--- src/sv/uv_sphere_mesh_generator_core_assert.svh ---
// ----------------------------------------------------------------------------
// Assertion macros for the UV sphere mesh generator
// Clocked on clk, disabled while arst_n is low.
// ----------------------------------------------------------------------------
`ifndef UV_SPHERE_MESH_GENERATOR_CORE_ASSERT_SVH
`define UV_SPHERE_MESH_GENERATOR_CORE_ASSERT_SVH

// Same-cycle implication
`define USM_ASSERT_NOW(label, ante, cons, msg) \
	label: assert property (@(posedge clk) disable iff (!arst_n) (ante) |-> (cons)) \
		else $error(msg);

// Next-cycle implication
`define USM_ASSERT_NEXT(label, ante, cons, msg) \
	label: assert property (@(posedge clk) disable iff (!arst_n) (ante) |=> (cons)) \
		else $error(msg);

`endif

--- src/sv/usm_pkg.sv ---
// ----------------------------------------------------------------------------
// usm_pkg
// Shared constants, codes and types of the UV sphere mesh generator.
// ----------------------------------------------------------------------------
package usm_pkg;

	// Pipeline layout: stage 0 input, 1..4 divide, 5..21 trig, 22..23 scale
	localparam int unsigned PIPE_DEPTH  = 24;
	localparam int unsigned DIV_FIRST   = 1;
	localparam int unsigned DIV_STAGES  = 4;
	localparam int unsigned QUO_BITS    = 16;
	localparam int unsigned TRIG_FIRST  = DIV_FIRST + DIV_STAGES;
	localparam int unsigned TERMS       = 7;
	localparam int unsigned TRIG_STAGES = 2 * TERMS + 3;
	localparam int unsigned MUL_STAGE   = TRIG_FIRST + TRIG_STAGES;
	localparam int unsigned RND_STAGE   = MUL_STAGE + 1;

	localparam logic [30:0] HALF_PI_Q30 = 31'd1686629713;
	localparam logic [30:0] ONE_Q30     = 31'h4000_0000;

	// Taylor term divisors and reciprocal shifts (33 + ceil(log2(div)))
	localparam int unsigned SIN_DIV   [TERMS] = '{6, 20, 42, 72, 110, 156, 210};
	localparam int unsigned SIN_SHIFT [TERMS] = '{36, 38, 39, 40, 40, 41, 41};
	localparam int unsigned COS_DIV   [TERMS] = '{2, 12, 30, 56, 90, 132, 182};
	localparam int unsigned COS_SHIFT [TERMS] = '{34, 37, 38, 39, 40, 41, 41};

	localparam logic       REG_SLICE_COUNT = 1'b0;
	localparam logic       REG_STACK_COUNT = 1'b1;
	localparam logic [7:0] SLICE_RESET     = 8'd32;
	localparam logic [7:0] STACK_RESET     = 8'd16;

	typedef enum logic [1:0] {
		KIND_VERTEX   = 2'd0,
		KIND_TRIANGLE = 2'd1,
		KIND_ERROR    = 2'd2
	} kind_t;

	typedef struct packed {
		kind_t       kind;
		logic        tri_first;
		logic        tri_second;
		logic [15:0] corner_a;
		logic [15:0] corner_b;
	} ctl_t;

	typedef struct packed {
		logic signed [19:0] sin_v;
		logic signed [19:0] cos_v;
	} trig_t;

endpackage

--- src/sv/usm_div.sv ---
// ----------------------------------------------------------------------------
// usm_div
// Pipelined restoring divider: floor(num * 2^16 / den), four bits per stage.
// ----------------------------------------------------------------------------
module usm_div (
	input  logic                            clk,
	input  logic [usm_pkg::DIV_STAGES-1:0]  en,
	input  logic [7:0]                      num,
	input  logic [7:0]                      den,
	output logic [16:0]                     quo
);
	localparam int unsigned STEPS = usm_pkg::QUO_BITS / usm_pkg::DIV_STAGES;

	logic [7:0]  rem_s [usm_pkg::DIV_STAGES];
	logic [16:0] quo_s [usm_pkg::DIV_STAGES];
	logic        hi;
	logic [7:0]  rem_init;

	// num == den gives the full-turn quotient bit
	assign hi       = num >= den;
	assign rem_init = hi ? num - den : num;

	for (genvar g = 0; g < usm_pkg::DIV_STAGES; g++) begin : g_stage
		logic [7:0]  rem_in;
		logic [16:0] quo_in;
		logic [7:0]  rem_nx;
		logic [16:0] quo_nx;

		if (g == 0) begin : g_first
			assign rem_in = rem_init;
			assign quo_in = {16'd0, hi};
		end else begin : g_next
			assign rem_in = rem_s[g-1];
			assign quo_in = quo_s[g-1];
		end

		always_comb begin
			logic [8:0] t;
			rem_nx = rem_in;
			quo_nx = quo_in;
			for (int i = 0; i < STEPS; i++) begin
				t = {rem_nx, 1'b0};
				if (t >= {1'b0, den}) begin
					t      = t - {1'b0, den};
					quo_nx = {quo_nx[15:0], 1'b1};
				end else begin
					quo_nx = {quo_nx[15:0], 1'b0};
				end
				rem_nx = t[7:0];
			end
		end

		always_ff @(posedge clk) begin
			if (en[g]) begin
				rem_s[g] <= rem_nx;
				quo_s[g] <= quo_nx;
			end
		end
	end

	assign quo = quo_s[usm_pkg::DIV_STAGES-1];
endmodule

--- config.mk ---
export PLATFORM = sky130hd
export DESIGN_NAME = usm_div
export DESIGN_NICKNAME = d
export VERILOG_FILES = /design/src/sv/uv_sphere_mesh_generator_core_assert.svh /design/src/sv/usm_pkg.sv /design/src/sv/usm_div.sv
export SDC_FILE = /design/constraint.sdc
export NUM_CORES = 1
export LEC_CHECK = 0
export BUFFER_PORTS_ARGS = -buffer_cell sky130_fd_sc_hd__buf_2
export CAP_MARGIN = 25
export CORE_ASPECT_RATIO = 1.25
export CORE_MARGIN = 2
export CORE_UTILIZATION = 55
export DETAILED_ROUTE_END_ITERATION = 8
export PLACE_DENSITY = 0.72
export REMOVE_ABC_BUFFERS = 1
export SLEW_MARGIN = 20
export SYNTH_ARGS = -nofsm -noshare
export SYNTH_HDL_FRONTEND = slang
export SYNTH_SLANG_ARGS = --single-unit
--- constraint.sdc ---
create_clock -name clk -period 24.1 [get_ports clk]
set_clock_uncertainty 0.15 [all_clocks]
set_input_delay 2.41 -clock clk [delete_from_list [all_inputs] [get_ports clk]]
set_output_delay 2.41 -clock clk [all_outputs]
set_load 0.05 [all_outputs]
; ---- Word level (Yosys, flattened, before mapping)
; Memory sizes are Yosys's and may differ from the RTL's.
; Cells that the tools add are included.
[totals]
register_bits = 0
latch_bits = 0
ram_bits = 100
rom_bits = 0
input_bits = 21
output_inout_bits = 17
wordCells = 77
memories = 2
[op_classes]
n_addsub = 17
mul = 0
div_mod_pow = 0
n_lt_le_gt_ge = 17
eq_ne = 0
n_shift = 0
n_mux = 41
bitwise = 0
n_reduce_logical = 0
[memory_table]
columns = memory, words, word_bits, read_ports, rd_ports_with_merged_regs, wr, line_no
row1 = quo_s, 4, 17, 4, 0, 4, usm_div.sv:15  ; logic [16:0] quo_s [usm_pkg::DIV_STAGES];
row2 = rem_s, 4, 8, 3, 0, 4, usm_div.sv:14  ; logic [7:0] rem_s [usm_pkg::DIV_STAGES];
[op_table]
columns = cell, n
row1 = $ge A9 B8 Y1, 16
row2 = $mux W8, 17
row3 = $sub A8 B8 Y8, 17
row4 = $mux W1, 24
row5 = $ge A8 B8 Y1, 1

; ---- Logic depth before layout (Yosys ltp)
[logic_depth]
depth_word = 10
mapped_depth = 47
mapped_depth_nobuf = 46

; ---- Worst setup path before layout
; OpenSTA, ideal clock, no wires.
[synth_path]
path_type = input to register
startpoint = input port den[1]
endpoint = memory rem_s[0][2], data pin
setup_ns = 0.260
t_arrival_ns = 10.979
required_time_ns = 23.690
path_slack_ns = 12.711
cell_stages = 42
path_buffers = 2
path_cell_list = inv_1 fa_1 a21oi_2 o2111a_1 o21a_1 buf_6 o31ai_1 ha_1 a211oi_1 nor3b_1 a211oi_1 o21ai_1 nor3_4 mux2_2 ha_1 o21a_1 o31ai_1 a21oi_1 [6 not listed] nor2b_1 o21ai_1 nand2b_1 a21oi_1 o21ai_1 o21ai_0 a21oi_1 mux2i_1 nor3b_1 ha_1 a21o_1 a21o_1 a21o_1 a221o_1 o21ai_1 nor3b_4 a21oi_4 mux2_4
[synth_lines]
columns = element, line_no
row1 = "start, declared", usm_div.sv:9  ; input logic [7:0] den,
row2 = "end, declared", usm_div.sv:14

==> flow_summary.toml <==
[finish]
fin_nets = 1133
layout-drive-gt1-share_pct = 14.07
final_cell_mix = "ha_1 (124), edfxtp_1 (68), nor2_1 (67), a21oi_1 (67), inv_1 (61)"
utilization_pct = 61.34
nFillCells = 1332
diodes = 0
layout_commonest_cell = "ha_1"
syn_to_final_growth_pct = 8.819
stdcell_area_um2 = 9248

[detailed_routing]
wl_per_cell_um = 16.17
first_pass_iters = 7
drt-total-wl_mm = 19.34
ant_nets = 0
vias = 7087
drc = 0
drt_iter0_markers = 458
viasPerCell = 5.926

[die]
die_h_um = 143.0
fp.dieW_um = 115.2
io_pins = 38
core_um2 = 15080
rows = 50
initial_utilization_pct = 56.37
dieArea_um2 = 16470

[worst_setup_path]
timing.critical_path.mode_cell = "ha_1"
reg2reg_from = "rem_s[1][0]"
slowest_delay_ps = 600
startpoint_type = "input pin"
cp.required_ps = 24040
endpoint_kind = "flop"
cp_slowest_cell = "a21oi_1"
critPathKind = "input pin to flop"
crit_fanout = 28
worst_ep_arrival_time_ps = 12580
critPathLaunch = "den[0]"

[clocking]
htree_num_levels = 3
insertion_delay_ps = 340
cts_setup_buffers = 0
cts.reportedPaths.clkPinSlew_ps = 60
cts_tree = "built"
root_buffer = "clkbuf_16"
cts_hold_buf = 0
cts_sinks = 68
cts.path.max_buffers = 2
cts.repair.resized = 0
cts_buffers = 9

[placed_design]
hpwl_mm = 14.63
placedInstanceArea_um2 = 8931
io_buffers = 37
dpl_worst_slack_ps = 11140
place.gp.congestion = 0.8922

[synthesis]
yosysWarnings = 0
syn_area_per_cell_um2 = 9.021
synthFlopType = "edfxtp_1"
syn_area_um2 = 8498
syn-instance-count = 942
synth_edf_count = 68
ys_types = 84
seq_area_frac_synth_pct = 24.03
async_flop_share_pct = 0
ys_ff_latch = 68

[worst_hold_path]
min_path_type = "flop to flop"
min_from = "quo_s[0][0]"

[sta]
setup_slack_ps = 11460
tightest_slew_ps = 799.0
rsz0062_at_grt = "no"
max_freq_ghz = 0.07909
relSlewSlack_pct = 46.63
slew_viol_final = 0
setup_violations = 0
min_period_ps = 12640
final.setup.tns_ps = 0
hold_viol = 0
finalCritPeriodShare_pct = 52.47

[grt]
grt_max_degree = 32
grt_pass1_vias = 7115
overflow = 0
antenna_found_initial = 0
grt.total_usage_pct = 24.90
grt_pass1_wl_mm = 32.96

[outcome]
status = "complete, no violations"

[run]
max-cap-violations = 0
-- logic make-up (layout without fill, tap and decap cells) --
group           count (synthesis)  after routing  share of synthesized area, %
buf+inv                        84            130                         3.975
fa+ha+maj                     129            129                         19.43
mux                            61             61                         8.348
xor+xnor                       66             66                         6.802
compound gates                273            273                         21.51
flops                          68             68                         24.03
simple gates                  261            261                         15.90
-- registers in the layout, indices dropped and copies added, names as in the netlist --
register	cells
quo_s	44
rem_s	24
-- final timing paths --
kind / endpoint / slack [ps] / cells after the start
hold reg to reg: quo_s[1][4] / 270 / 0
setup reg to reg: rem_s[2][4] / 14900 / 36
setup / recovery: rem_s[0][6] / 11460 / 44
hold / removal: quo_s[1][4] / 270 / 0
-- critical path: cells and delay by family --
family                   cells  cell delay [ps]
AO/OA/AOI/OAI               22             5090
adder cells (fa/ha/maj)      6             1970
buffers and inverters        4              790
AND/OR/NAND/NOR             10             1740
multiplexers                 2              570
-- per-layer routing --
metal	GRT usage [%]	share of wire (%)	routed length [µm]
met1	32.04	46	8963
met2	42.17	47	9105
met3	3.565	3.7	712
met4	9.321	2.9	559
met5	0	0	0
-- Yosys cell counts, types with 11 or more instances --
| library cell | instances | share of area [%] |
|---|---|---|
| a21o_1 | 20 | 1.8 |
| a21oi_1 | 67 | 3.9 |
| edfxtp_1 | 68 | 24 |
| ha_1 | 124 | 18 |
| inv_1 | 61 | 2.7 |
| mux2_1 | 12 | 1.6 |
| mux2_2 | 31 | 4.1 |
| nand2_1 | 55 | 2.4 |
| nand2b_1 | 16 | 1.2 |
| nand3_1 | 21 | 1.2 |
| nor2_1 | 68 | 3.0 |
| nor2b_1 | 20 | 1.5 |
| nor3_1 | 23 | 1.4 |
| o21a_1 | 25 | 2.2 |
| o21ai_0 | 43 | 2.5 |
| o21ai_1 | 29 | 1.7 |
| o31ai_1 | 11 | 0.97 |
| xnor2_1 | 44 | 4.5 |
| xor2_1 | 22 | 2.3 |
-- through the flow --
stage	hold WS, ps	instances
floorplan	250.3	926
CTS	268.2	1196
finish	267.2	1196
detailed placement	254.5	1180
global route	273.4	1196
global placement	251.4	1180
-- cell type report --
class	count	area, µm²	share of cell area (%)
tap	208	260.3	2.814
clock buffer	9	225.2	2.435
timing repair buffer	46	252.7	2.733
sequential	68	2042	22.08
clock inverter	7	91.34	0.9877
multi-input combinational	790	6121	66.19
inverter	68	255.2	2.760
Power is not shown: default switching activity piles up to over one toggle a cycle in this logic, so the estimate is an artifact.
